--- src/rtl/b64enc_pkg.sv ---
package b64enc_pkg;

   // standard alphabet, packed so that index 63 holds 'A'
   localparam logic [63:0][7:0] ALPHABET =
      "ABCDEFGHIJKLMNOPQRSTUVWXYZabcdefghijklmnopqrstuvwxyz0123456789+/";

   localparam logic [7:0] PAD_CHAR = 8'h3D;

   localparam int MAX_CHARS = 4;

   // characters that one request produces, with the index of the last one
   typedef struct packed {
      logic [MAX_CHARS-1:0][7:0] chars;
      logic [1:0]                last_idx;
      logic                      is_final;
   } entry_type;

   function automatic logic [7:0] sextet_char(input logic [5:0] v);
      sextet_char = ALPHABET[6'd63 - v];
   endfunction

endpackage

--- src/rtl/b64enc_if.sv ---
interface b64enc_req_if;
   logic       valid;
   logic       ready;
   logic [7:0] data_byte;
   logic       is_final;

   modport source (output valid, output data_byte, output is_final, input ready);
   modport sink (input valid, input data_byte, input is_final, output ready);
endinterface

interface b64enc_rsp_if;
   logic       valid;
   logic       ready;
   logic [7:0] out_char;
   logic       run_last;
   logic       message_end;

   modport source (output valid, output out_char, output run_last, output message_end,
                   input ready);
   modport sink (input valid, input out_char, input run_last, input message_end,
                 output ready);
endinterface

--- src/rtl/b64enc_front.sv ---
module b64enc_front (
   input  logic                  clock,
   input  logic                  reset,
   b64enc_req_if.sink            req_ch,
   input  logic                  q_full,
   output logic                  push,
   output b64enc_pkg::entry_type push_entry
);
   import b64enc_pkg::*;

   localparam logic [1:0] PHASE_0 = 2'd0;
   localparam logic [1:0] PHASE_1 = 2'd1;
   localparam logic [1:0] PHASE_2 = 2'd2;

   logic [1:0] phase_ff, phase_in;
   logic [3:0] left_ff, left_in;
   logic [7:0] b;
   logic       fin;

   assign req_ch.ready = !q_full;
   assign push         = req_ch.valid && !q_full;
   assign b            = req_ch.data_byte;
   assign fin          = req_ch.is_final;

   always_comb begin
      push_entry.chars    = {MAX_CHARS{PAD_CHAR}};
      push_entry.is_final = fin;
      push_entry.last_idx = 2'd0;
      phase_in            = PHASE_0;
      left_in             = 4'd0;
      unique case (phase_ff)
         PHASE_1: begin
            push_entry.chars[0] = sextet_char({left_ff[1:0], b[7:4]});
            push_entry.chars[1] = sextet_char({b[3:0], 2'b00});
            push_entry.last_idx = fin ? 2'd2 : 2'd0;
            phase_in            = PHASE_2;
            left_in             = b[3:0];
         end
         PHASE_2: begin
            push_entry.chars[0] = sextet_char({left_ff, b[7:6]});
            push_entry.chars[1] = sextet_char(b[5:0]);
            push_entry.last_idx = 2'd1;
         end
         // the unused phase code behaves as phase 0
         default: begin
            push_entry.chars[0] = sextet_char(b[7:2]);
            push_entry.chars[1] = sextet_char({b[1:0], 4'b0000});
            push_entry.last_idx = fin ? 2'd3 : 2'd0;
            phase_in            = PHASE_1;
            left_in             = {2'b00, b[1:0]};
         end
      endcase
      if (fin) begin
         phase_in = PHASE_0;
         left_in  = 4'd0;
      end
   end

   always_ff @(posedge clock) begin
      if (reset) begin
         phase_ff <= PHASE_0;
         left_ff  <= 4'd0;
      end else if (push) begin
         phase_ff <= phase_in;
         left_ff  <= left_in;
      end
   end

endmodule

--- src/rtl/b64enc_queue.sv ---
module b64enc_queue #(
   parameter int DEPTH = 4
) (
   input  logic                  clock,
   input  logic                  reset,
   input  logic                  push,
   input  b64enc_pkg::entry_type push_entry,
   output logic                  full,
   output logic                  pop_valid,
   output b64enc_pkg::entry_type pop_entry,
   input  logic                  pop
);
   import b64enc_pkg::*;

   localparam int PW = (DEPTH > 1) ? $clog2(DEPTH) : 1;
   localparam int CW = $clog2(DEPTH + 1);

   entry_type         mem_ff [DEPTH];
   logic [PW-1:0]     wr_ptr_ff, rd_ptr_ff;
   logic [CW-1:0]     count_ff, count_in;

   function automatic logic [PW-1:0] next_ptr(input logic [PW-1:0] p);
      next_ptr = (p == PW'(DEPTH - 1)) ? '0 : p + 1'b1;
   endfunction

   assign full      = (count_ff == CW'(DEPTH));
   assign pop_valid = (count_ff != '0);
   assign pop_entry = mem_ff[rd_ptr_ff];

   always_comb begin
      case ({push, pop})
         2'b10:   count_in = count_ff + 1'b1;
         2'b01:   count_in = count_ff - 1'b1;
         default: count_in = count_ff;
      endcase
   end

   always_ff @(posedge clock) begin
      if (push) begin
         mem_ff[wr_ptr_ff] <= push_entry;
      end
   end

   always_ff @(posedge clock) begin
      if (reset) begin
         wr_ptr_ff <= '0;
         rd_ptr_ff <= '0;
         count_ff  <= '0;
      end else begin
         if (push) begin
            wr_ptr_ff <= next_ptr(wr_ptr_ff);
         end
         if (pop) begin
            rd_ptr_ff <= next_ptr(rd_ptr_ff);
         end
         count_ff <= count_in;
      end
   end

endmodule

--- src/rtl/b64enc_back.sv ---
module b64enc_back (
   input  logic                  clock,
   input  logic                  reset,
   input  logic                  q_valid,
   input  b64enc_pkg::entry_type q_entry,
   output logic                  pop,
   b64enc_rsp_if.source          rsp_ch
);
   import b64enc_pkg::*;

   entry_type  cur_ff;
   logic       cur_valid_ff;
   logic [1:0] idx_ff;
   logic       at_last;
   logic       fire;

   assign at_last = (idx_ff == cur_ff.last_idx);
   assign fire    = rsp_ch.valid && rsp_ch.ready;
   assign pop     = q_valid && (!cur_valid_ff || (fire && at_last));

   assign rsp_ch.valid       = cur_valid_ff;
   assign rsp_ch.out_char    = cur_ff.chars[idx_ff];
   assign rsp_ch.run_last    = at_last;
   assign rsp_ch.message_end = at_last && cur_ff.is_final;

   always_ff @(posedge clock) begin
      if (pop) begin
         cur_ff <= q_entry;
      end
   end

   always_ff @(posedge clock) begin
      if (reset) begin
         cur_valid_ff <= 1'b0;
         idx_ff       <= 2'd0;
      end else if (pop) begin
         cur_valid_ff <= 1'b1;
         idx_ff       <= 2'd0;
      end else if (fire) begin
         if (at_last) begin
            cur_valid_ff <= 1'b0;
            idx_ff       <= 2'd0;
         end else begin
            idx_ff <= idx_ff + 1'b1;
         end
      end
   end

   a_end_is_run_last: assert property (@(posedge clock) disable iff (reset)
      (rsp_ch.valid && rsp_ch.message_end) |-> rsp_ch.run_last)
      else $error("message end without run end");

   a_idx_in_range: assert property (@(posedge clock) disable iff (reset)
      cur_valid_ff |-> (idx_ff <= cur_ff.last_idx))
      else $error("character index past last character");

   a_run_continues: assert property (@(posedge clock) disable iff (reset)
      (fire && !at_last) |=> (rsp_ch.valid && idx_ff == $past(idx_ff) + 2'd1))
      else $error("run dropped before its last character");

   a_pop_only_free: assert property (@(posedge clock) disable iff (reset)
      (cur_valid_ff && !fire) |-> !pop)
      else $error("entry loaded over a pending run");

endmodule

--- src/rtl/base64_stream_encoder.sv ---
// base64 stream encoder, standard alphabet with '=' padding
//
// req_ch carries one message byte per request with is_final on the last
// byte of a message. rsp_ch carries one ascii character per transfer;
// run_last marks the last character for a byte, message_end the last
// character of the whole encoded message.
// a byte produces one character (group positions 0 and 1) or two
// (position 2); a final byte flushes and pads to four characters, so it
// produces two to four.
// the front accepts a byte whenever the queue has room and
// builds all of its characters at once. the back sends one character per
// cycle while rsp_ch is ready, so rsp_ch bounds the rate. with an empty
// queue a byte is registered in the queue and then in the output stage
// before its first character is sent.
// reset empties the queue and the output stage and returns the group
// position to the start of a message.
// when rsp_ch stalls the current character holds, the queue fills, and
// req_ch.ready drops once QUEUE_DEPTH byte entries are waiting.
module base64_stream_encoder #(
   parameter int QUEUE_DEPTH = 4
) (
   input  logic         clock,
   input  logic         reset,
   b64enc_req_if.sink   req_ch,
   b64enc_rsp_if.source rsp_ch
);
   import b64enc_pkg::*;

   logic      q_full;
   logic      push;
   logic      pop;
   logic      q_valid;
   entry_type push_entry;
   entry_type q_entry;

   b64enc_front u_front (
      .clock      (clock),
      .reset      (reset),
      .req_ch     (req_ch),
      .q_full     (q_full),
      .push       (push),
      .push_entry (push_entry)
   );

   b64enc_queue #(
      .DEPTH (QUEUE_DEPTH)
   ) u_queue (
      .clock      (clock),
      .reset      (reset),
      .push       (push),
      .push_entry (push_entry),
      .full       (q_full),
      .pop_valid  (q_valid),
      .pop_entry  (q_entry),
      .pop        (pop)
   );

   b64enc_back u_back (
      .clock   (clock),
      .reset   (reset),
      .q_valid (q_valid),
      .q_entry (q_entry),
      .pop     (pop),
      .rsp_ch  (rsp_ch)
   );

endmodule

--- src/flat_wrapper.sv ---
// flat-port wrapper written by rule: the top's interface ports become plain ports
module base64_stream_encoder_flat import b64enc_pkg::*;
#(
   parameter int QUEUE_DEPTH = 4
)
  (clock, reset, req_ch_valid, req_ch_data_byte, req_ch_is_final, req_ch_ready, rsp_ch_valid, rsp_ch_out_char, rsp_ch_run_last, rsp_ch_message_end, rsp_ch_ready);
  b64enc_req_if req_ch_i ();
  b64enc_rsp_if rsp_ch_i ();
  input  logic clock;
  input  logic reset;
  input wire logic [$bits(req_ch_i.valid)-1:0] req_ch_valid;
  input wire logic [$bits(req_ch_i.data_byte)-1:0] req_ch_data_byte;
  input wire logic [$bits(req_ch_i.is_final)-1:0] req_ch_is_final;
  output wire logic [$bits(req_ch_i.ready)-1:0] req_ch_ready;
  output wire logic [$bits(rsp_ch_i.valid)-1:0] rsp_ch_valid;
  output wire logic [$bits(rsp_ch_i.out_char)-1:0] rsp_ch_out_char;
  output wire logic [$bits(rsp_ch_i.run_last)-1:0] rsp_ch_run_last;
  output wire logic [$bits(rsp_ch_i.message_end)-1:0] rsp_ch_message_end;
  input wire logic [$bits(rsp_ch_i.ready)-1:0] rsp_ch_ready;
  assign req_ch_i.valid = req_ch_valid;
  assign req_ch_i.data_byte = req_ch_data_byte;
  assign req_ch_i.is_final = req_ch_is_final;
  assign req_ch_ready = req_ch_i.ready;
  assign rsp_ch_valid = rsp_ch_i.valid;
  assign rsp_ch_out_char = rsp_ch_i.out_char;
  assign rsp_ch_run_last = rsp_ch_i.run_last;
  assign rsp_ch_message_end = rsp_ch_i.message_end;
  assign rsp_ch_i.ready = rsp_ch_ready;
  base64_stream_encoder #(.QUEUE_DEPTH(QUEUE_DEPTH)) u_core (.clock(clock), .reset(reset), .req_ch(req_ch_i), .rsp_ch(rsp_ch_i));
endmodule
--- config.mk ---
export PLATFORM = sky130hd
export DESIGN_NAME = base64_stream_encoder_flat
export DESIGN_NICKNAME = d
export VERILOG_FILES = /design/src/rtl/b64enc_pkg.sv /design/src/rtl/b64enc_if.sv /design/src/rtl/b64enc_front.sv /design/src/rtl/b64enc_queue.sv /design/src/rtl/b64enc_back.sv /design/src/rtl/base64_stream_encoder.sv /design/src/flat_wrapper.sv
export SDC_FILE = /design/constraint.sdc
export NUM_CORES = 1
export LEC_CHECK = 0
export ABC_AREA = 0
export BUFFER_PORTS_ARGS = -buffer_cell sky130_fd_sc_hd__buf_4
export CAP_MARGIN = 10
export CORE_AREA = 2 2 113 115
export CTS_CLUSTER_DIAMETER = 30
export DETAILED_ROUTE_END_ITERATION = 8
export DIE_AREA = 0 0 115 117
export REMOVE_ABC_BUFFERS = 1
export SYNTH_ARGS = -nofsm -noshare
export SYNTH_HDL_FRONTEND = slang
export SYNTH_SLANG_ARGS = --single-unit
export TNS_END_PERCENT = 10
--- constraint.sdc ---
create_clock -name clock -period 6.05 [get_ports clock]
set_input_delay 0.605 -clock clock [delete_from_list [all_inputs] [get_ports clock]]
set_output_delay 0.605 -clock clock [all_outputs]
set_load 0.03 [all_outputs]
Yosys cells after proc, flatten, opt, wreduce, memory -nomap -nowiden
Memories as Yosys holds them, arrays and structs flattened. A register that Yosys moved wholly into a read port is not among the register bits.
Index checks and enable logic that the tools add are counted.
- magnitude comparators: 7
- multiplexer cells: 24
- reduce and logical (&&, ||, !) cells: 14
- equality and inequality tests: 8
- $add $sub $neg: 11
- operator list (cell ; number):
    8-bit 2-to-1 mux ; 7
    6-bit by 7-bit < comparator with 1-bit output, second input constant ; 6
    18-bit case mux with 2 select lines ; 1
    6-bit subtractor, first input constant ; 6
    8-bit binary-select mux with 2-bit select ; 1
    2-bit 2-to-1 mux ; 6
    2-bit == test, second input constant ; 4
    4-bit case mux with 2 select lines ; 1
    2-bit by 1-bit adder with 2-bit output, second input constant ; 3
    3-bit case mux with 2 select lines ; 1
    2-bit nonzero test ; 3
    1-bit logical AND ; 5
    1-bit 2-to-1 mux ; 5
    2-bit by 1-bit == test with 1-bit output, second input constant ; 2
    4-bit 2-to-1 mux ; 1
    2-bit case mux with 2 select lines ; 1
    3-bit by 1-bit adder with 3-bit output, second input constant ; 1
    3-bit == test, second input constant ; 1
    2-bit by 3-bit < comparator with 1-bit output, second input constant ; 1
    3-bit nonzero test ; 1
    3-bit by 1-bit subtractor with 3-bit output, second input constant ; 1
    2-bit == test ; 1
    1-bit logical NOT ; 2
    2-bit AND reduction ; 1
    2 further kinds ; 2
- word-level logic and storage cells: 80
- register bits: 32
- ROM bits: 3072
- memories: 7
- input port bits: 13
- bits in writable memories: 76
- output and inout port bits: 12
- memories (memory ; words ; width ; rd ports ; clocked after memory_dff ; write ports ; RTL line ; text):
    (name not given) ; 64 ; 8 ; 1 ; 0 ; 0 ; b64enc_pkg.sv:19 ; sextet_char = ALPHABET[6'd63 - v];
    (name not given) ; 64 ; 8 ; 1 ; 0 ; 0 ; b64enc_pkg.sv:19 ;
    (name not given) ; 64 ; 8 ; 1 ; 0 ; 0 ; b64enc_pkg.sv:19 ;
    (name not given) ; 64 ; 8 ; 1 ; 0 ; 0 ; b64enc_pkg.sv:19 ;
    (name not given) ; 64 ; 8 ; 1 ; 0 ; 0 ; b64enc_pkg.sv:19 ;
    (name not given) ; 64 ; 8 ; 1 ; 0 ; 0 ; b64enc_pkg.sv:19 ;
    1 more memories ; - ; - ; - ; - ; - ; - ;

Longest topological paths before layout
Gate-level depths: netlist of run 1.
- word-level depth: 6
- mapped depth: 11
- mapped depth without buffers: 9

By module
Synthesis of run 1 repeated with hierarchy kept, for this count alone.
- cells, all modules: 619
- area, all modules: 9056.2 um^2
- by module, submodules not included (module ; seq. area each (um^2) ; area an instance (um^2) ; times used ; cells an instance):
    b64enc_queue ; 4384.2 ; 5542.8 ; 1 ; 227
    b64enc_front ; 120.1 ; 2080.7 ; 1 ; 324
    b64enc_back ; 1111.1 ; 1432.6 ; 1 ; 68

Least setup slack after synthesis of run 1
Ideal clock, no wire load.
- path kind: register to register
- start point: reg u_core.u_back.idx_ff[1]
- end point: reg u_core.u_queue.count_ff[2]
- setup time: 0.071 ns
- path buffers: 1
- setup slack: 3.517 ns
- period minus slack after synthesis: 2.533 ns
- required time: 5.979 ns
- arrival time: 2.462 ns
- stages on the path, launching flop included: 10
- cells stage by stage: dfxtp_1 -> buf_2 -> xnor2_1 -> nand3_1 -> a21oi_2 -> ha_1 -> fa_1 -> xnor2_1 -> or3_1 -> a21oi_1
- cells in the longest elaborated chain, start to end: 6
- elaborated cells on any way between the ends: 8
- those cells by class: eq/ne (3); mux (1); reduce/logical (4)
- ends and longest elaborated chain (element ; RTL line ; text):
    from (decl) ; b64enc_back.sv:13 ; logic [1:0] idx_ff;
    from (signal assigned) ; b64enc_back.sv:44 ; idx_ff <= idx_ff + 1'b1;
    2-bit == test (*) ; b64enc_back.sv:17 ; assign at_last = (idx_ff == cur_ff.last_idx);
    1-bit logical AND (*) ; b64enc_back.sv:19 ; assign pop = q_valid && (!cur_valid_ff || (fire && at_last));
    1-bit logical OR (*) ; b64enc_back.sv:19 ;
    1-bit logical AND (*) ; b64enc_back.sv:19 ;
    named net u_core.pop ; base64_stream_encoder.sv:31 ; logic pop;
    2-bit by 1-bit == test with 1-bit output / 2-bit == test (equally long branches) ; b64enc_queue.sv:31 ; case ({push, pop})
    3-bit case mux with 2 select lines / 2-bit nonzero test (equally long branches) ; - ;
    to (signal assigned) ; b64enc_queue.sv:56 ; count_ff <= count_in;
    to (decl) ; b64enc_queue.sv:20 ; logic [CW-1:0] count_ff, count_in;
The timed path passes the listed nets; every way through them passes the cells marked *.
A chain may end at the register's enable or synchronous reset.

Worst setup path after layout of run 1
- start point: reg u_core.u_back.idx_ff[0]
- end point: reg u_core.u_queue.count_ff[2]
Same word-level chain as after synthesis.

==> results of run 1 <==
## routing by layer
layer  share of wire (%)  track usage [%]  vias up
met3                 3.4             2.11       14
li1                    -                -     1820
met1                  45             24.5     1812
met2                  50             30.5       83
met5                   0                0        -
met4                 2.0             6.75        0
## registers in the layout, summed over array words and instances, names as in the netlist
register                    flops
u_core.u_back.cur_ff           17
u_core.u_back.idx_ff            2
u_core.u_back.rsp_ch.valid      1
u_core.u_front.left_ff          4
u_core.u_front.phase_ff         2
u_core.u_queue.count_ff         3
u_core.u_queue.mem_ff          68
u_core.u_queue.rd_ptr_ff        2
u_core.u_queue.wr_ptr_ff        2
## per-stage QoR
stage	instance area [µm²]	cells	total power [mW]	worst slack, ns	utilization (%)
final	5990	640	2.22	3.02	48.7
after global routing	5990	640	2.35	2.67	48.7
after CTS	5990	640	2.25	2.95	48.7
after detailed placement	5720	624	1.73	2.98	46.5
after global placement	5720	624	1.72	3.08	46.5
after floorplan	5360	450	1.50	3.40	-
## worst register-to-register path, stage by stage (launching register included)
cell and delay [ns]:
dfxtp_1 0.64, xnor2_1 0.23, nand3_1 0.16, a21oi_2 0.85
ha_1 0.36, fa_1 0.20, xnor2_1 0.08, or3_1 0.30
a21oi_1 0.14
## kinds of logic (layout without fill, tap and decap cells)
group	after synthesis	after routing	share of synthesized area, %
AO/OA/AOI/OAI	138	138	15.9
XOR/XNOR	6	6	0.955
adder cells (fa/ha/maj)	27	27	6.27
buffers and inverters	54	59	4.00
flip-flops	101	101	52.2
multiplexers	27	27	9.05
other	1	1	0.0681
AND/OR/NAND/NOR	131	131	11.6
## placed cells by master (no fill, tap or decap), drive strengths merged, types with 8 or more instances in the layout
cell type and n:
o211ai 11, mux4 18, buf 24, nor2 36, ha 26, a211o 11
clkbuf 12, a31oi 8, nand2 39, edfxtp 85, dfxtp 16, nand3 8
inv 18, o21ai 35, a21oi 42
## layout make-up
class | instances | area share, %
timing repair buffer | 24 | 3.01
sequential | 101 | 47.9
clock inverter | 4 | 0.397
multi-input combinational | 330 | 40.2
clock buffer | 12 | 4.11
tap | 150 | 3.13
inverter | 19 | 1.19
## worst paths after layout
check                                            startpoint                           to  slack (ns)  cells past startpoint
worst max register to register      u_core.u_back.idx_ff[0]   u_core.u_queue.count_ff[2]        3.02                      8
worst min register to register  u_core.u_queue.wr_ptr_ff[1]  u_core.u_queue.wr_ptr_ff[1]        0.49                      2
worst max-delay path                u_core.u_back.idx_ff[0]   u_core.u_queue.count_ff[2]        3.02                      8
worst min-delay path            u_core.u_queue.wr_ptr_ff[1]  u_core.u_queue.wr_ptr_ff[1]        0.49                      2
## power breakdown
part           leakage, nW  internal [mW]  switching (mW)
clock network        0.136          0.289           0.231
logic                 1.04          0.297           0.398
registers            0.911          0.936          0.0706
total                 2.09           1.52           0.700
==> run summary, run 1 <==
outcome - finished, final reports clean
Clock Latency Late Sink - 0.34 ns
Post-Synthesis Cells - 485
Die H - 117 µm
gp weighted congestion - 0.834
fin nets - 525
number of flops mapped to enable cells by yosys - 85
first-pass GRT wire length - 18,700 µm
IO Count - 25
Synth area leader - edfxtp_1
total CTS buffers - 9
Post-route DRC - 0
Netlist Area Pre-Place - 0.00551 mm²
Antenna Cells - 0
CTS max path bufs - 2
Startpoint Class - flop
CP bufs+invs - 0
Initial Util - 44.7%
FF+latch area - 0.00287 mm²
fmax - 0.330 GHz
die width - 115 µm
share of layout cells above drive strength 1 - 12.4%
cts repair resizes - 0
Area Overhead vs Synth - 8.89%
number of port buffers - 23
final wirelength - 11,400 µm
FF+latch count, synth - 101
GRT Total Usage - 18.2%
kind of cell adding the most delay to the critical path - compound AO/OA/AOI/OAI gates
core area - 0.0123 mm²
Crit path required time - 6.32 ns
CTS tree - done
largest net degree at the start of global routing - 31
Period minus WS final - 3.03 ns
Netlist cell types - 58
Seq/Total Area, Yosys - 52.2%
worst hold margin - 0.493 ns
final setup TNS - 0 ns
Crit. End Element - flop
max_cap viols - 0
leakage - 2.09 nW
Avg Inst Size Synth - 11.4 µm²
commonest cells in the netlist - edfxtp_1, a21oi_1, nand2_1, nor2_1, o21ai_0
initial antenna violation count - 0
maximum VDD drop - 0.143 mV
crit-path cells - xnor2_1 -> nand3_1 -> a21oi_2 -> ha_1 -> fa_1 -> xnor2_1 -> or3_1 -> a21oi_1
vias in the first global route - 3,588
number of setup violations in the final report - 0
Final Skew - 0.00967 ns
final worst-path cycle share - 50.2%
Worst Path Arrival - 3.31 ns
Worst path most repeated cell - xnor2_1
Die Area - 0.0135 mm²
share of the synthesized area in the top cell type - 46.4%
Async SR Flop Fraction - 0%
htree depth - 3
most frequent cell after synthesis - edfxtp_1
TritonRoute pass-1 iters - 5
Fillers - 1,100
hold_buf cts - 0
vias - 3,729
global route overflow - 0
Post-DRT Antenna Nets - 0
RSZ-0062 raised after global routing - no
clk root buf - clkbuf_16
Multi-input gate area - 0.00241 mm²
Slew headroom - 25.8%
crit path max fanout - 21
critical path class - reg -> reg
wire per inst - 17.8 µm
buffer count from post-CTS setup fixing - 0
Post-DP HPWL - 7880 µm
DR iter-0 viols - 229
Synth area leaders - edfxtp_1, mux4_2, ha_1
drt via density - 5.83
worst slew pin tran - 1.11 ns
clock transition at the registers of the reported paths - 0.07 ns
ys flop type - edfxtp_1
max incr delay on CP - 0.85 ns
YS warnings - 0
Site Rows - 41
worst hold path type - reg -> reg
final-report hold violation count - 0
slowest library cell on the worst path - a21oi_2
Max Transition Viols Final - 0
total power per unit cell area - 371 mW/mm²
Sink Count - 101
(Power assumes the default switching activity.)
==> run 2: changes to the inputs <==
==> constraint.sdc (replaced) <==
create_clock -name clock -period 2.8 [get_ports clock]
set_input_delay 0.28 -clock clock [delete_from_list [all_inputs] [get_ports clock]]
set_output_delay 0.28 -clock clock [all_outputs]
set_load 0.03 [all_outputs]
==> run summary, run 2 (synthesis gave the netlist of run 1 again) <==
leakage - 2.15 nW
Antenna Cells - 0
final-report hold violation count - 0
Final Skew - 0.00787 ns
largest net degree at the start of global routing - 31
fin nets - 536
Site Rows - 41
Non-Filler Instances - 651
vias in the first global route - 3,763
fmax - 0.437 GHz
core area - 0.0123 mm²
drt via density - 5.82
CTS max path bufs - 2
RSZ-0062 raised after global routing - no
Crit path required time - 3.06 ns
outcome - finished, final reports clean
Fillers - 1,125
worst hold path type - in -> reg
Initial Util - 44.7%
Post-route DRC - 0
cts repair resizes - 0
crit path max fanout - 7
commonest non-fill, non-tap cell in the layout - edfxtp_1
GRT Total Usage - 18.7%
maximum VDD drop - 0.306 mV
share of layout cells above drive strength 1 - 14.2%
worst hold margin - 0.222 ns
Clock Latency Late Sink - 0.33 ns
most frequent cells in the layout - edfxtp_1, a21oi_1, nand2_1
wire per inst - 17.8 µm
Post-DP HPWL - 8040 µm
critical path class - reg -> reg
die width - 115 µm
Worst Path Arrival - 2.55 ns
worst hold stages - 1
CTS tree - done
Startpoint Class - flop
clk root buf - clkbuf_16
Max Transition Viols Final - 0
total power per unit cell area - 800 mW/mm²
Max Used Layer - met4
max_cap viols - 0
top flop regs - u_core.u_queue.mem_ff: 68 flops, u_core.u_back.cur_ff: 17 flops, u_core.u_front.left_ff: 4 flops
R2R setup slack - 0.51 ns
clock transition at the registers of the reported paths - 0.06 ns
number of setup violations in the final report - 0
gp weighted congestion - 0.944
metal2 WL - 5710 µm
Sink Count - 101
Period minus WS final - 2.29 ns
global route overflow - 0
total CTS buffers - 9
Area Overhead vs Synth - 10.6%
max reg flops - 68
Util after Layout - 49.5%
worst r2r src - u_core.u_queue.count_ff[0]
Die Area - 0.0135 mm²
htree depth - 3
hold_sp - req_ch_is_final
initial antenna violation count - 0
Reg with most FFs - u_core.u_queue.mem_ff
hold_buf cts - 0
vias - 3,787
Hold Path End - u_core.u_queue.mem_ff[3][0]
DR iter-0 viols - 233
number of port buffers - 23
Crit. End Element - flop
worst slew pin tran - 0.570 ns
Slew headroom - 62.0%
final setup TNS - 0 ns
first-pass GRT wire length - 19,300 µm
routed wl met3 - 402 µm
Die H - 117 µm
TritonRoute pass-1 iters - 4
final wirelength - 11,600 µm
worst r2r path cells - 9
final worst-path cycle share - 81.8%
Reg-to-Reg End - u_core.u_queue.count_ff[2]
Post-DRT Antenna Nets - 0
IO Count - 25
buffer count from post-CTS setup fixing - 0
dpl cells - 635
Post-Route M1 WL - 5250 µm
## run 2: layout make-up
class                   count  area, µm²  area share (%)
flip-flops and latches    101       2870            47.2
clock inverters             7       56.3           0.925
inverters                  19       71.3            1.17
repair buffers             35        263            4.32
multi-input cells         330       2410            39.6
clock buffers               9        225            3.70
well taps                 150        188            3.08
## run 2: worst max-delay path by stage
stage,from,to,slack (ns),depth (start not counted)
finish,u_core.u_queue.count_ff[0],u_core.u_queue.count_ff[2],0.51,9
global route,u_core.u_queue.count_ff[0],u_core.u_queue.count_ff[2],0.35,9
CTS,u_core.u_queue.count_ff[0],u_core.u_queue.count_ff[2],0.49,9
detailed placement,u_core.u_queue.count_ff[0],u_core.u_queue.count_ff[2],0.50,9
global placement,u_core.u_queue.count_ff[0],u_core.u_queue.count_ff[2],0.60,9
floorplan,u_core.u_back.idx_ff[0],u_core.u_queue.count_ff[2],0.15,8
## run 2: worst max-delay path, stage by stage, from the launching register on
cell and delay [ns]:
dfxtp_1 0.41, nor2_1 0.08, nand2_1 0.14, and2_1 0.29, inv_1 0.10, ha_1 0.23, fa_1 0.39, xnor2_1 0.14
or3_1 0.30, a21oi_1 0.14
## run 2: where the power goes
part / internal [mW] / switching (mW) / leakage (nW)
Clock: 0.678 / 0.481 / 0.141
Sequential: 2.02 / 0.104 / 0.911
Combinational: 0.678 / 0.916 / 1.10
## run 2: stage by stage
| step | instance area, µm² | power [mW] | worst slack (ns) |
|---|---|---|---|
| after global routing | 6090 | 5.17 | 0.346 |
| final | 6090 | 4.87 | 0.511 |
| after detailed placement | 5810 | 3.77 | 0.500 |
| after CTS | 6090 | 4.94 | 0.486 |
| after global placement | 5810 | 3.73 | 0.596 |
| after floorplan | 5360 | 3.25 | 0.154 |
## run 2: layer usage
| layer | vias to the layer above | track usage, % |
|---|---|---|
| met2 | 83 | 31.8 |
| met1 | 1847 | 24.5 |
| met3 | 13 | 3.04 |
| li1 | 1844 | - |
| met5 | - | 0 |
| met4 | 0 | 6.67 |
==> run 3: changes to the inputs <==
==> constraint.sdc (replaced) <==
create_clock -name clock -period 2.3 [get_ports clock]
set_input_delay 0.23 -clock clock [delete_from_list [all_inputs] [get_ports clock]]
set_output_delay 0.23 -clock clock [all_outputs]
set_load 0.03 [all_outputs]
==> run summary, run 3 (synthesis gave the netlist of run 1 again) <==
final setup TNS - 0 ns
initial antenna violation count - 0
RSZ-0062 raised after global routing - no
crit path max fanout - 4
hold_buf cts - 0
top flop regs - u_core.u_queue.mem_ff: 68 flops, u_core.u_back.cur_ff: 17 flops, u_core.u_front.left_ff: 4 flops
global route overflow - 0
vias in the first global route - 3,720
Crit path required time - 2.57 ns
Sink Count - 101
drt via density - 5.72
first-pass GRT wire length - 18,900 µm
Max Transition Viols Final - 0
critical path class - reg -> reg
maximum VDD drop - 0.428 mV
total power per unit cell area - 955 mW/mm²
CTS max path bufs - 2
pre-CTS setup slack - 0.189 ns
buffer count from post-CTS setup fixing - 0
die width - 115 µm
Clock Latency Late Sink - 0.34 ns
TritonRoute pass-1 iters - 6
Period minus WS final - 2.10 ns
Die H - 117 µm
Slew headroom - 60.7%
Post-DRT Antenna Nets - 0
number of port buffers - 23
commonest non-fill, non-tap cell in the layout - edfxtp_1
Die Area - 0.0135 mm²
Site Rows - 41
wire per inst - 17.8 µm
most frequent cells in the layout - edfxtp_1, buf_4, a21oi_1
largest net degree at the start of global routing - 27
max_cap viols - 0
worst setup margin - 0.204 ns
final wirelength - 11,800 µm
Reg with most FFs - u_core.u_queue.mem_ff
leakage - 2.18 nW
Antenna Cells - 0
GRT Total Usage - 18.5%
Final Skew - 0.00466 ns
IO Count - 25
Post-DP HPWL - 8200 µm
fmax - 0.477 GHz
core area - 0.0123 mm²
CTS tree - done
Startpoint Class - flop
Post-route DRC - 0
clk root buf - clkbuf_16
Initial Util - 44.7%
worst hold path type - in -> reg
worst slew pin tran - 0.583 ns
htree depth - 3
outcome - finished, final reports clean
final worst-path cycle share - 91.1%
total CTS buffers - 9
vias - 3,781
DR iter-0 viols - 180
max reg flops - 68
fin nets - 546
gp weighted congestion - 0.879
Area Overhead vs Synth - 11.5%
final-report hold violation count - 0
number of setup violations in the final report - 0
Worst Path Arrival - 2.37 ns
clock transition at the registers of the reported paths - 0.06 ns
Crit. End Element - flop
share of layout cells above drive strength 1 - 15.5%
cts repair resizes - 0
run 3: cell count changes in the layout (fill, tap and decap cells not counted), sizes merged:
cell | previous run | this run
clkinv | 7 | 4
bufinv | 1 | 0
clkbuf | 9 | 13
buf | 35 | 45
run 3: layout make-up:
type	count	area [µm²]
timing repair buffer	45	338
sequential	101	2870
multi-input combinational	330	2410
inverter	19	71.3
fill	1132	6180
tap	150	188
clock inverter	3	12.5
clock buffer	13	240
run 3: per-stage QoR:
| stage | util (%) | hold slack [ns] | instances | area, µm² | power, mW |
|---|---|---|---|---|---|
| 2_1_floorplan | - | 0.299 | 450 | 5360 | 3.96 |
| 4_1_cts | 49.8 | 0.138 | 661 | 6130 | 5.93 |
| 5_1_grt | 49.8 | 0.160 | 661 | 6140 | 6.19 |
| 3_5_place_dp | 47.8 | 0.484 | 645 | 5880 | 4.60 |
| 6_report | 49.8 | 0.142 | 661 | 6140 | 5.86 |
| 3_3_place_gp | 47.8 | 0.469 | 645 | 5880 | 4.55 |
run 3: power breakdown:
part           switching, mW  internal (mW)
Clock                  0.595          0.725
Combinational           1.13          0.844
Sequential             0.114           2.45
Total                   1.84           4.02
run 3: worst max-delay path, stage by stage (launching register included):
cell and delay (ns):
dfxtp_2 0.35, nor3_1 0.37, a21oi_2 0.08, ha_1 0.25, fa_1 0.38, xnor2_1 0.14, or3_1 0.31, a21oi_1 0.15
run 3: final timing paths:
kind | start | endpoint | slack (ns) | cells after the start
worst max-delay path | u_core.u_queue.count_ff[0] | u_core.u_queue.count_ff[2] | 0.20 | 7
worst min-delay path | req_ch_is_final | u_core.u_queue.mem_ff[0][0] | 0.14 | 1
worst max register to register | u_core.u_queue.count_ff[0] | u_core.u_queue.count_ff[2] | 0.20 | 7
worst min register to register | u_core.u_front.phase_ff[0] | u_core.u_front.phase_ff[0] | 0.49 | 2
run 3: routing by layer:
metal | track usage (%) | part of all wire, %
met1 | 23.3 | 46
met2 | 31.8 | 48
met3 | 2.01 | 2.7
met4 | 9.80 | 3.3
met5 | 0 | 0
